File: src/round_robin_priority_scheduler_top_defines.svh
// Assertion macros for the ready-queue scheduler.
// Clocked on clk and disabled while arst_n is low; define ASSERT_OFF to drop them.
`ifndef ROUND_ROBIN_PRIORITY_SCHEDULER_TOP_DEFINES_SVH
`define ROUND_ROBIN_PRIORITY_SCHEDULER_TOP_DEFINES_SVH

`ifndef ASSERT_OFF
`define RRPS_ASSERT_SAME(label, ante, cons, msg) \
	label: assert property (@(posedge clk) disable iff (!arst_n) (ante) |-> (cons)) \
	else $error(msg);
`define RRPS_ASSERT_NEXT(label, ante, cons, msg) \
	label: assert property (@(posedge clk) disable iff (!arst_n) (ante) |=> (cons)) \
	else $error(msg);
`else
`define RRPS_ASSERT_SAME(label, ante, cons, msg)
`define RRPS_ASSERT_NEXT(label, ante, cons, msg)
`endif

`endif

File: src/rrps_pkg.sv
// Shared types and codes for the ready-queue scheduler.
// No dependencies.
`timescale 1ns / 1ps

package rrps_pkg;

	localparam int PID_W = 22;
	localparam int PRI_W = 8;
	localparam int OP_W  = 3;
	localparam int EV_W  = 3;
	localparam int TICK_W = 16;

	localparam logic [TICK_W-1:0] QUANTUM_RESET = 16'd1000;

	localparam logic [OP_W-1:0] OP_ADMIT   = 3'd0;
	localparam logic [OP_W-1:0] OP_IO_DONE = 3'd1;
	localparam logic [OP_W-1:0] OP_TICK    = 3'd2;
	localparam logic [OP_W-1:0] OP_IO_REQ  = 3'd3;
	localparam logic [OP_W-1:0] OP_TERM    = 3'd4;

	localparam logic [EV_W-1:0] EV_NONE     = 3'd0;
	localparam logic [EV_W-1:0] EV_DISPATCH = 3'd1;
	localparam logic [EV_W-1:0] EV_PREEMPT  = 3'd2;
	localparam logic [EV_W-1:0] EV_DROPPED  = 3'd3;
	localparam logic [EV_W-1:0] EV_IDLE     = 3'd4;

	localparam logic ADDR_POLICY  = 1'b0;
	localparam logic ADDR_QUANTUM = 1'b1;

	typedef struct packed {
		logic [PID_W-1:0] pid;
		logic [PRI_W-1:0] pri;
	} entry_t;

	typedef struct packed {
		logic   wr_en;
		entry_t wr_data;
	} store_req_t;

	typedef enum logic [3:0] {
		S_IDLE,
		S_EXEC,
		S_TICK_RD,
		S_TICK_EV,
		S_INS,
		S_INS_EV,
		S_FINAL,
		S_POP_EV,
		S_DONE
	} state_t;

endpackage

File: src/rrps_in_if.sv
// Input channel: one scheduling request per transaction.
// Depends on rrps_pkg for field widths.
`timescale 1ns / 1ps

interface rrps_in_if;
	import rrps_pkg::*;

	logic             valid;
	logic             ready;
	logic [OP_W-1:0]  operation;
	logic [PID_W-1:0] process_id;
	logic [PRI_W-1:0] priority_value;

	modport source (output valid, operation, process_id, priority_value, input ready);
	modport sink   (input valid, operation, process_id, priority_value, output ready);
endinterface

File: src/rrps_out_if.sv
// Output channel: one scheduling result per transaction.
// Depends on rrps_pkg for field widths; COUNT_W sizes the waiting count.
`timescale 1ns / 1ps

interface rrps_out_if #(
	parameter int COUNT_W = 7
);
	import rrps_pkg::*;

	logic               valid;
	logic               ready;
	logic [EV_W-1:0]    event_code;
	logic [PID_W-1:0]   running_id;
	logic [PRI_W-1:0]   running_level;
	logic [COUNT_W-1:0] waiting_count;

	modport source (output valid, event_code, running_id, running_level, waiting_count,
		input ready);
	modport sink   (input valid, event_code, running_id, running_level, waiting_count,
		output ready);
endinterface

File: src/round_robin_priority_scheduler_top.sv
// Ready-queue scheduler top: APB registers, sequencer, CPU state, result register.
// Depends on rrps_pkg, rrps_in_if, rrps_out_if, rrps_store and the defines header.
//
//  port     dir   kind            transaction
//  in_ch    sink  valid/ready     operation, process_id, priority_value
//  out_ch   src   valid/ready     event_code, running_id, running_level, waiting_count
//  apb      sink  psel/penable    policy_mode at 0x0, slice_quantum at 0x4
//
// One request at a time. A priority insert walks the store entry by entry through its
// single memory port. An output register holds the result, so the next request is taken
// while it waits. No clearing pass: the count gates every read.
`timescale 1ns / 1ps
`include "round_robin_priority_scheduler_top_defines.svh"

module round_robin_priority_scheduler_top #(
	parameter int QUEUE_DEPTH = 64
) (
	input  logic        clk,
	input  logic        arst_n,
	input  logic        psel,
	input  logic        penable,
	input  logic        pwrite,
	input  logic [2:0]  paddr,
	input  logic [31:0] pwdata,
	output logic [31:0] prdata,
	output logic        pready,
	rrps_in_if.sink     in_ch,
	rrps_out_if.source  out_ch
);
	import rrps_pkg::*;

	localparam int AW = (QUEUE_DEPTH > 1) ? $clog2(QUEUE_DEPTH) : 1;
	localparam int CW = $clog2(QUEUE_DEPTH + 1);
	localparam logic [CW-1:0] DEPTH_C = CW'(QUEUE_DEPTH);
	localparam logic [AW-1:0] LAST_SLOT = AW'(QUEUE_DEPTH - 1);

	state_t state_q, state_d;

	logic              mode_q;
	logic [TICK_W-1:0] quantum_q;
	logic [AW-1:0]     head_q;
	logic [CW-1:0]     count_q;
	logic              busy_q;
	entry_t            cpu_q;
	logic [TICK_W-1:0] ticks_q;

	logic [OP_W-1:0]   op_q;
	entry_t            item_q;
	entry_t            carry_q;
	logic [PRI_W-1:0]  key_pri_q;
	logic [CW-1:0]     idx_q;
	logic              found_q;
	logic [EV_W-1:0]   ev_q;
	logic              drop_q;

	logic              out_valid_q;
	logic [EV_W-1:0]   out_ev_q;
	entry_t            out_cpu_q;
	logic [CW-1:0]     out_count_q;

	store_req_t        sreq;
	logic [CW-1:0]     soff;
	entry_t            rdata;

	logic              cfg_wr;
	logic              in_acc;
	logic              out_free;
	logic              ins_write;
	logic              ins_shift;
	logic              keep;
	logic [TICK_W-1:0] ticks_inc;
	logic [AW-1:0]     head_inc;
	logic [EV_W-1:0]   ev_final;

	assign pready   = 1'b1;
	assign cfg_wr   = psel && penable && pwrite;
	assign prdata   = (paddr[2] == ADDR_QUANTUM) ? {16'b0, quantum_q} : {31'b0, mode_q};
	assign in_acc   = in_ch.valid && in_ch.ready;
	assign out_free = !out_valid_q || out_ch.ready;

	assign ticks_inc = ticks_q + 1'b1;
	assign head_inc  = (head_q == LAST_SLOT) ? '0 : head_q + 1'b1;
	assign ins_write = !mode_q || (idx_q == count_q);
	assign ins_shift = found_q || (rdata.pri > key_pri_q);
	assign keep      = mode_q && (cpu_q.pri < rdata.pri);

	always_comb begin
		if (drop_q) begin
			ev_final = EV_DROPPED;
		end else if (ev_q == EV_NONE && !busy_q) begin
			ev_final = EV_IDLE;
		end else begin
			ev_final = ev_q;
		end
	end

	rrps_store #(
		.QUEUE_DEPTH(QUEUE_DEPTH),
		.AW(AW)
	) u_store (
		.clk(clk),
		.head(head_q),
		.offset(soff[AW-1:0]),
		.req(sreq),
		.rdata(rdata)
	);

	always_ff @(posedge clk or negedge arst_n) begin
		if (!arst_n) begin
			state_q <= S_IDLE;
		end else begin
			state_q <= state_d;
		end
	end

	always_comb begin
		state_d      = state_q;
		in_ch.ready  = 1'b0;
		sreq.wr_en   = 1'b0;
		sreq.wr_data = carry_q;
		soff         = '0;
		unique case (state_q)
			S_IDLE: begin
				in_ch.ready = 1'b1;
				if (in_ch.valid) begin
					state_d = S_EXEC;
				end
			end
			S_EXEC: begin
				priority case (op_q)
					OP_ADMIT, OP_IO_DONE: begin
						state_d = (count_q == DEPTH_C) ? S_FINAL : S_INS;
					end
					OP_TICK: begin
						if (busy_q && ticks_inc >= quantum_q && count_q != '0) begin
							state_d = S_TICK_RD;
						end else begin
							state_d = S_FINAL;
						end
					end
					default: begin
						state_d = S_FINAL;
					end
				endcase
			end
			S_TICK_RD: begin
				state_d = S_TICK_EV;
			end
			S_TICK_EV: begin
				state_d = keep ? S_FINAL : S_INS;
			end
			S_INS: begin
				if (ins_write) begin
					sreq.wr_en = 1'b1;
					soff       = count_q;
					state_d    = S_FINAL;
				end else begin
					soff    = idx_q;
					state_d = S_INS_EV;
				end
			end
			S_INS_EV: begin
				soff = idx_q;
				if (ins_shift) begin
					sreq.wr_en = 1'b1;
				end
				state_d = S_INS;
			end
			S_FINAL: begin
				state_d = (!busy_q && count_q != '0) ? S_POP_EV : S_DONE;
			end
			S_POP_EV: begin
				state_d = S_DONE;
			end
			S_DONE: begin
				if (out_free) begin
					state_d = S_IDLE;
				end
			end
			default: begin
				state_d = S_IDLE;
			end
		endcase
	end

	always_ff @(posedge clk or negedge arst_n) begin
		if (!arst_n) begin
			mode_q    <= 1'b0;
			quantum_q <= QUANTUM_RESET;
		end else if (cfg_wr) begin
			if (paddr[2] == ADDR_POLICY) begin
				mode_q <= pwdata[0];
			end else begin
				quantum_q <= pwdata[TICK_W-1:0];
			end
		end
	end

	// scheduler state
	always_ff @(posedge clk or negedge arst_n) begin
		if (!arst_n) begin
			head_q  <= '0;
			count_q <= '0;
			busy_q  <= 1'b0;
			cpu_q   <= '0;
			ticks_q <= '0;
		end else begin
			unique case (state_q)
				S_EXEC: begin
					if (op_q == OP_TICK && busy_q) begin
						ticks_q <= (ticks_inc >= quantum_q && count_q == '0) ? '0 : ticks_inc;
					end else if ((op_q == OP_IO_REQ || op_q == OP_TERM) && busy_q) begin
						busy_q  <= 1'b0;
						cpu_q   <= '0;
						ticks_q <= '0;
					end
				end
				S_TICK_EV: begin
					ticks_q <= '0;
					if (!keep) begin
						cpu_q   <= rdata;
						head_q  <= head_inc;
						count_q <= count_q - 1'b1;
					end
				end
				S_INS: begin
					if (ins_write) begin
						count_q <= count_q + 1'b1;
					end
				end
				S_POP_EV: begin
					cpu_q   <= rdata;
					busy_q  <= 1'b1;
					ticks_q <= '0;
					head_q  <= head_inc;
					count_q <= count_q - 1'b1;
				end
				default: begin
				end
			endcase
		end
	end

	// per-transaction working registers
	always_ff @(posedge clk) begin
		unique case (state_q)
			S_IDLE: begin
				if (in_acc) begin
					op_q       <= in_ch.operation;
					item_q.pid <= in_ch.process_id;
					item_q.pri <= in_ch.priority_value;
					ev_q       <= EV_NONE;
					drop_q     <= 1'b0;
				end
			end
			S_EXEC: begin
				carry_q   <= item_q;
				key_pri_q <= item_q.pri;
				idx_q     <= '0;
				found_q   <= 1'b0;
				if ((op_q == OP_ADMIT || op_q == OP_IO_DONE) && count_q == DEPTH_C) begin
					drop_q <= 1'b1;
				end
				if (op_q == OP_TICK && busy_q && ticks_inc >= quantum_q) begin
					ev_q <= EV_PREEMPT;
				end
			end
			S_TICK_EV: begin
				carry_q   <= cpu_q;
				key_pri_q <= cpu_q.pri;
			end
			S_INS_EV: begin
				if (ins_shift) begin
					carry_q <= rdata;
					found_q <= 1'b1;
				end
				idx_q <= idx_q + 1'b1;
			end
			S_POP_EV: begin
				if (ev_q == EV_NONE) begin
					ev_q <= EV_DISPATCH;
				end
			end
			default: begin
			end
		endcase
	end

	always_ff @(posedge clk or negedge arst_n) begin
		if (!arst_n) begin
			out_valid_q <= 1'b0;
		end else if (state_q == S_DONE && out_free) begin
			out_valid_q <= 1'b1;
		end else if (out_ch.ready) begin
			out_valid_q <= 1'b0;
		end
	end

	always_ff @(posedge clk) begin
		if (state_q == S_DONE && out_free) begin
			out_ev_q    <= ev_final;
			out_cpu_q   <= cpu_q;
			out_count_q <= count_q;
		end
	end

	assign out_ch.valid         = out_valid_q;
	assign out_ch.event_code    = out_ev_q;
	assign out_ch.running_id    = out_cpu_q.pid;
	assign out_ch.running_level = out_cpu_q.pri;
	assign out_ch.waiting_count = out_count_q;

	`RRPS_ASSERT_NEXT(a_accept_starts, in_acc, state_q == S_EXEC, "accept did not start work")
	`RRPS_ASSERT_SAME(a_count_bound, 1'b1, count_q <= DEPTH_C, "waiting count past depth")
	`RRPS_ASSERT_SAME(a_idle_clear, !busy_q, cpu_q == '0, "idle CPU holds a process")
	`RRPS_ASSERT_SAME(a_no_idle_wait, state_q == S_DONE, busy_q || count_q == '0,
		"CPU left idle with entries waiting")

endmodule

File: src/rrps_store.sv
// Ready store: circular single-port memory of process entries.
// Depends on rrps_pkg; slot is (head + offset) modulo the depth.
`timescale 1ns / 1ps

module rrps_store #(
	parameter int QUEUE_DEPTH = 64,
	parameter int AW = 6
) (
	input  logic                clk,
	input  logic [AW-1:0]       head,
	input  logic [AW-1:0]       offset,
	input  rrps_pkg::store_req_t req,
	output rrps_pkg::entry_t    rdata
);
	import rrps_pkg::*;

	localparam logic [AW:0] DEPTH_W = (AW+1)'(QUEUE_DEPTH);

	entry_t      mem [QUEUE_DEPTH];
	entry_t      rdata_q;
	logic [AW:0] sum;
	logic [AW:0] slot;

	always_comb begin
		sum  = {1'b0, head} + {1'b0, offset};
		slot = (sum >= DEPTH_W) ? (sum - DEPTH_W) : sum;
	end

	always_ff @(posedge clk) begin
		if (req.wr_en) begin
			mem[slot[AW-1:0]] <= req.wr_data;
		end
		rdata_q <= mem[slot[AW-1:0]];
	end

	assign rdata = rdata_q;

endmodule
File: src/flat_wrapper.sv
// flat-port wrapper written by rule: the top's interface ports become plain ports
module round_robin_priority_scheduler_top_flat import rrps_pkg::*;
#(
	parameter int QUEUE_DEPTH = 64
)
  (clk, arst_n, psel, penable, pwrite, paddr, pwdata, prdata, pready, in_ch_valid, in_ch_operation, in_ch_process_id, in_ch_priority_value, in_ch_ready, out_ch_valid, out_ch_event_code, out_ch_running_id, out_ch_running_level, out_ch_waiting_count, out_ch_ready);
  rrps_in_if in_ch_i ();
  rrps_out_if out_ch_i ();
  input  logic clk;
  input  logic arst_n;
  input  logic psel;
  input  logic penable;
  input  logic pwrite;
  input  logic [2:0] paddr;
  input  logic [31:0] pwdata;
  output logic [31:0] prdata;
  output logic pready;
  input wire logic [$bits(in_ch_i.valid)-1:0] in_ch_valid;
  input wire logic [$bits(in_ch_i.operation)-1:0] in_ch_operation;
  input wire logic [$bits(in_ch_i.process_id)-1:0] in_ch_process_id;
  input wire logic [$bits(in_ch_i.priority_value)-1:0] in_ch_priority_value;
  output wire logic [$bits(in_ch_i.ready)-1:0] in_ch_ready;
  output wire logic [$bits(out_ch_i.valid)-1:0] out_ch_valid;
  output wire logic [$bits(out_ch_i.event_code)-1:0] out_ch_event_code;
  output wire logic [$bits(out_ch_i.running_id)-1:0] out_ch_running_id;
  output wire logic [$bits(out_ch_i.running_level)-1:0] out_ch_running_level;
  output wire logic [$bits(out_ch_i.waiting_count)-1:0] out_ch_waiting_count;
  input wire logic [$bits(out_ch_i.ready)-1:0] out_ch_ready;
  assign in_ch_i.valid = in_ch_valid;
  assign in_ch_i.operation = in_ch_operation;
  assign in_ch_i.process_id = in_ch_process_id;
  assign in_ch_i.priority_value = in_ch_priority_value;
  assign in_ch_ready = in_ch_i.ready;
  assign out_ch_valid = out_ch_i.valid;
  assign out_ch_event_code = out_ch_i.event_code;
  assign out_ch_running_id = out_ch_i.running_id;
  assign out_ch_running_level = out_ch_i.running_level;
  assign out_ch_waiting_count = out_ch_i.waiting_count;
  assign out_ch_i.ready = out_ch_ready;
  round_robin_priority_scheduler_top #(.QUEUE_DEPTH(QUEUE_DEPTH)) u_core (.clk(clk), .arst_n(arst_n), .psel(psel), .penable(penable), .pwrite(pwrite), .paddr(paddr), .pwdata(pwdata), .prdata(prdata), .pready(pready), .in_ch(in_ch_i), .out_ch(out_ch_i));
endmodule
File: config.mk
export PLATFORM = sky130hd
export DESIGN_NAME = round_robin_priority_scheduler_top_flat
export DESIGN_NICKNAME = d
export VERILOG_FILES = /design/src/rrps_pkg.sv /design/src/rrps_in_if.sv /design/src/rrps_out_if.sv /design/src/round_robin_priority_scheduler_top.sv /design/src/rrps_store.sv /design/src/flat_wrapper.sv
export VERILOG_INCLUDE_DIRS = /design/src /design/src/src
export SDC_FILE = /design/constraint.sdc
export NUM_CORES = 2
export LEC_CHECK = 0
export BUFFER_PORTS_ARGS = -buffer_cell sky130_fd_sc_hd__buf_4
export CORE_UTILIZATION = 60
export CTS_BUF_LIST = sky130_fd_sc_hd__clkbuf_4 sky130_fd_sc_hd__clkbuf_8 sky130_fd_sc_hd__clkbuf_16
export CTS_CLUSTER_DIAMETER = 30
export DETAILED_ROUTE_END_ITERATION = 16
export GPL_TIMING_DRIVEN = 1
export PLACE_DENSITY_LB_ADDON = 0.25
export SYNTH_ARGS = -nofsm -noshare
export SYNTH_HDL_FRONTEND = slang
export SYNTH_SLANG_ARGS = --single-unit
File: constraint.sdc
create_clock -name clk -period 7.8 [get_ports clk]
set_input_delay 0.78 -clock clk [delete_from_list [all_inputs] [get_ports clk]]
set_output_delay 0.78 -clock clk [all_outputs]
set_load 0.02 [all_outputs]
Word-level counts from Yosys, hierarchy flattened
Memories as Yosys holds them, arrays and structs flattened. A register that Yosys moved wholly into a read port is not among the register bits. Index checks and enable logic that the tools add are counted.

$add $sub $neg: 7. $lt $le $gt $ge: 4. Equality and inequality tests: 27. Muxes and demuxes: 52. Bitwise logic cells: 1. Reduce and logical (&&, ||, !) cells: 53.

Operators with widths (count): $pmux W30 S3 (2); $mux W30 (4); $mux W16 (4); $pmux W4 S9 (1); $pmux W16 S2 (1); $mux W6 (4); $pmux W6 S2 (2); $pmux W7 S3 (1); $add A16 B1 Y16 const B (1); $eq A4 B3 Y1 const B (4); $ge A16 B16 Y1 (1); $ne A2 B1 Y1 const B (8); $pmux W8 S2 (1); $reduce_and A2 Y1 (8); $mux W3 (5); $add A7 B1 Y7 const B (2); $logic_and A1 B1 Y1 (14); $mux W7 (2); $pmux W7 S2 (1); $reduce_bool A2 Y1 (7); $mux W1 (12); $mux W4 (3); $reduce_bool A3 Y1 (4); $pmux W3 S3 (1); other kinds (31) (51).

Bits in registers: 205. Bits in writable memories: 1920. Output and inout port bits: 75. Memories: 1.

Memories: u_core.u_store.mem (words 64, width 30, read ports 1, clocked after memory_dff 1, write ports 1, line rrps_store.sv:19) `entry_t mem [QUEUE_DEPTH];`.

Logic depth before layout (Yosys ltp)
Depth after elaboration: 7. Mapped depth: 22. Depth with buffers taken out: 16.

Cells and area by module
From an unflattened synthesis, not the netlist that was laid out.

Cells, all modules: 4844. Area total of the unflattened synthesis: 84279.6 µm².

Modules (own cells, without submodules): rrps_store (times used 1, cells an instance 4048, area an instance 74645.3 µm², sequential area each 58255.9 µm²); round_robin_priority_scheduler_top (times used 1, cells an instance 796, area an instance 9634.2 µm², sequential area each 5723.0 µm²).

Least setup slack after synthesis
OpenSTA, ideal clock, no wires.

Path type: reg2reg. Start: register u_core.state_q[3]. End: memory u_core.u_store.mem[4][0] in the netlist's numbering, enable pin. Library setup time: 0.417 ns. Data arrival time: 5.588 ns. Slack: 1.795 ns. Cell stages (with the launch flop): 18. Path through: dfrtp_1 -> and2b_1 -> nor3b_2 -> inv_2 -> nor4b_2 -> o2bb2ai_2 -> clkbuf_1 -> a22o_1 -> ha_1 -> inv_1 -> fa_1 -> xor2_1 -> buf_2 -> nor2_1 -> clkbuf_1 -> clkbuf_1 -> o21ai_0 -> nor2_1.

Cells in the longest elaborated chain, start to end: 5. Elaborated cells between the ends (all ways): 10.

Ends and longest elaborated chain: start: declaration (line round_robin_priority_scheduler_top.sv:37) `state_t state_q, state_d;`; start signal: assignment (line round_robin_priority_scheduler_top.sv:112) `state_q <= state_d;`; $eq A4 B3 Y1 (line round_robin_priority_scheduler_top.sv:122) `unique case (state_q)`; $pmux W6 S2 (line round_robin_priority_scheduler_top.sv:122); $add A6 B6 Y7 (line rrps_store.sv:25) `sum = {1'b0, head} + {1'b0, offset};`; $sub A6 B1 Y6 or $ge A7 B7 Y1 (tied branches) (line rrps_store.sv:26) `slot = (sum >= DEPTH_W) ? (sum - DEPTH_W) : sum;`; $mux W6 (line rrps_store.sv:26); end: declaration (line rrps_store.sv:19).

Several ways; a longest one is shown, not always the timed one.

Worst setup path after layout
Start: register u_core.state_q[2]. End: memory u_core.u_store.mem[0][9] in the netlist's numbering, enable pin.

Same word-level chain as after synthesis.

==> flow_summary.yaml <==
critical_path:
  crit-reg2reg-launch: "u_core.state_q[2]"
  path_class: "reg2reg"
  crit_slowest_cell: "nor2_4"
  cp_slowest_stage_delay_ps: 750
  path_common_cell: "buf_4"
  r2r_setup_slack_ps: 950
  crit_chain: "and2b_1 -> nor3b_2 -> inv_2 -> nor4b_2 -> o2bb2ai_2 -> buf_4 -> a22o_1 -> ha_4 -> inv_1 -> fa_4 -> nand2b_1 -> a21oi_1 -> xor2_4 -> nor2_1 -> buf_4 -> nand2_1 -> nor2_4 -> buf_12"
  required_ps: 8380
  end_kind: "flip-flop"
  startpoint: "u_core.state_q[2]"
  start_kind: "flip-flop"
  worst-path-max-fanout: 17
  reg2reg_depth: 18
  arrival_ps: 7430
  rr_endpoint: "u_core.u_store.mem[0][9]"
detailed_routing:
  drtAntennaViolNets: 0
  via_per_inst: 6.96
  drt_pre_antenna_iters: 7
  num_vias: 56000
  drtIter0Drc: 9632
  wl_per_cell_um: 33.3
  wirelength_um: 268000
  remaining_drc_errors: 0
floorplanning:
  die_x_um: 376
  core_area_um2: 138000
  die_area_um2: 142000
  start_util: 0.609
  die_height_um: 376
  rows: 136
  ios: 150
yosys:
  synth-seq-cells: 2154
  ys_types: 78
  synth_warnings: 0
  synth_area_leaders: "edfxtp_1, nand2_1, mux2i_1"
  synth_seq_area_share: 0.761
  ys_top_cells_by_count: "edfxtp_1, nand2_1, a21oi_1"
  synth.avg_cell_area_um2: 15.5
  synth_top_area_frac: 0.729
  synthCells: 5431
  synth_ff_type: "edfxtp_1"
  syn-cell-area_um2: 84100
  synthArstFlopShare: 0.0381
  synth_edf_count: 2042
  yosysMostFrequentCell: "edfxtp_1"
  yosysTopAreaCell: "edfxtp_1"
sta:
  slew_headroom: 0.129
  period_needed_ps: 6850
  tightest_slew_ps: 1300
  setup-tns-final_ps: 0
  hold_viol_final: 0
  report.final.slew_viol_count: 0
  finClkSkew_ps: 99.1
  setup_viol: 0
  fmax_mhz: 146
  rsz0062_at_grt: "no"
  min_period_over_period: 0.878
hold_path:
  min_path_type: "in2reg"
  hold_end: "u_core.item_q[23]"
  hold_depth: 1
  hold_start: "in_ch_process_id[15]"
global_routing:
  met1_usage: 0.479
  grt_pass1_vias: 54300
  gr-usage-all-layers: 0.376
  grt_max_degree: 112
  grtUsageMet3: 0.113
  antenna_found_initial: 13
  busiest_layer: "met2"
  grt_pass1_wl_um: 376000
  met2_usage: 0.562
  grt-ovfl-total: 0
clock_tree:
  cts_resized: 0
  cts_max_level: 5
  clk_latency_ps: 970
  cts_tree: "done"
  cts_hold_buf: 1
  path_clk_slew_ps: 50
  clock-sinks: 2154
  cts_root_buffer: "clkbuf_16"
  cts_setup_buffers: 0
  cts_buffers: 387
  clockBufferDepth: 4
layout:
  layout.nets: 5987
  area_delta_synth_final_pct: 22.1
  fillers: 7788
  utilization: 0.743
  multi_input_area_um2: 19100
  seq_area_um2: 64000
  drive_gt1_frac: 0.206
placed_design:
  portBuffers: 114
  gp_congestion: 0.875
  post-dp-hpwl_um: 141000
run:
  cap_violations: 0
run_status:
  status: "finished clean"
## logic make-up (layout without fill, tap and decap cells)
group | after synthesis | count (layout) | share of synthesized area
muxes | 335 | 335 | 0.0451
other | 2 | 20 | 0.0000893
xor gates and xnor gates | 38 | 38 | 0.00405
DFF | 2154 | 2154 | 0.761
AOI/OAI and AO/OA | 1166 | 1166 | 0.0951
adders and majority gates | 46 | 46 | 0.00702
buffers and inverters | 429 | 1156 | 0.0218
and+or+nand+nor | 1261 | 1261 | 0.0659
## placed cells by master (no fill, tap or decap), types with 33 or more instances in the layout
master / count
clkbuf_16: 390
o21ai_0: 131
mux2i_1: 255
inv_1: 65
inv_6: 46
a221oi_1: 89
nor2_4: 75
a21oi_1: 258
nor4_1: 33
nor2_1: 67
buf_4: 345
o211ai_1: 56
a22o_1: 59
edfxtp_1: 2042
a31oi_1: 75
buf_12: 47
nand3_1: 211
dfrtp_1: 76
o22ai_1: 73
nand4_1: 39
mux2_2: 50
clkinvlp_4: 55
ha_1: 43
nand2_1: 700
clkinv_2: 56
a22oi_1: 200
bufinv_16: 64
## metrics by stage
step | cells | cell area, um2 | hold WS (ps) | setup slack (ps)
3_3_place_gp | 7339 | 89200 | 430 | 1250
4_1_cts | 8036 | 103000 | 6.59 | 1090
6_report | 8039 | 103000 | 23.3 | 954
5_1_grt | 8036 | 103000 | 11.1 | 784
3_5_place_dp | 7339 | 89200 | 439 | 1210
2_1_floorplan | 5446 | 84100 | 424 | 1790
## worst max-delay path by stage
stage,endpoint,slack [ps],cells after the start
CTS,u_core.u_store.mem[0][9],1090,18
finish,u_core.u_store.mem[0][9],950,18
detailed placement,u_core.u_store.mem[0][7],1210,18
global route,u_core.u_store.mem[0][3],780,18
floorplan,u_core.u_store.mem[4][0],1790,17
global placement,u_core.u_store.mem[0][7],1250,18
## flip-flops by register name (all words and copies together) (netlist names), 2 cells and up
register and flops:
u_core.out_ch.event_code 3, u_core.item_q 30, u_core.state_q 4, u_core.u_store.mem 1920, u_core.quantum_q 16, u_core.carry_q 30
u_core.out_ch.running_level 8, u_core.idx_q 7, u_core.out_ch.running_id 22, u_core.op_q 3, u_core.key_pri_q 8, u_core.count_q 7
u_core.ticks_q 16, u_core.out_ch.waiting_count 7, u_core.head_q 6, u_core.ev_q 2, u_core.cpu_q 30, u_core.u_store.rdata 30
## worst max-delay path: cells and delay by family (launching register included)
kind | cells | cell delay, ps
xor+xnor | 1 | 250
simple gates | 7 | 2970
fa+ha+maj | 2 | 670
buf+inv | 5 | 1110
compound gates | 3 | 860
flops | 1 | 590
## final cells by class
| type | instances | share of cell area |
|---|---|---|
| well taps | 1863 | 0.0227 |
| inverters | 67 | 0.00245 |
| diodes | 3 | 0.0000731 |
| flip-flops and latches | 2154 | 0.623 |
| repair buffers | 393 | 0.0345 |
| multi-input cells | 2863 | 0.186 |
| clock buffers | 412 | 0.0969 |
| clock inverters | 284 | 0.0341 |
## layer usage
layer	share of wire	routed length (um)	vias up
li1	-	-	22300
met1	0.33	88800	27400
met2	0.44	119000	5106
met3	0.15	39800	1127
met4	0.074	19900	16
met5	0.00057	153	-
Power is left out: the tool's default activity adds up to more than one toggle a clock period on the data nets, which glitch-free logic cannot reach.
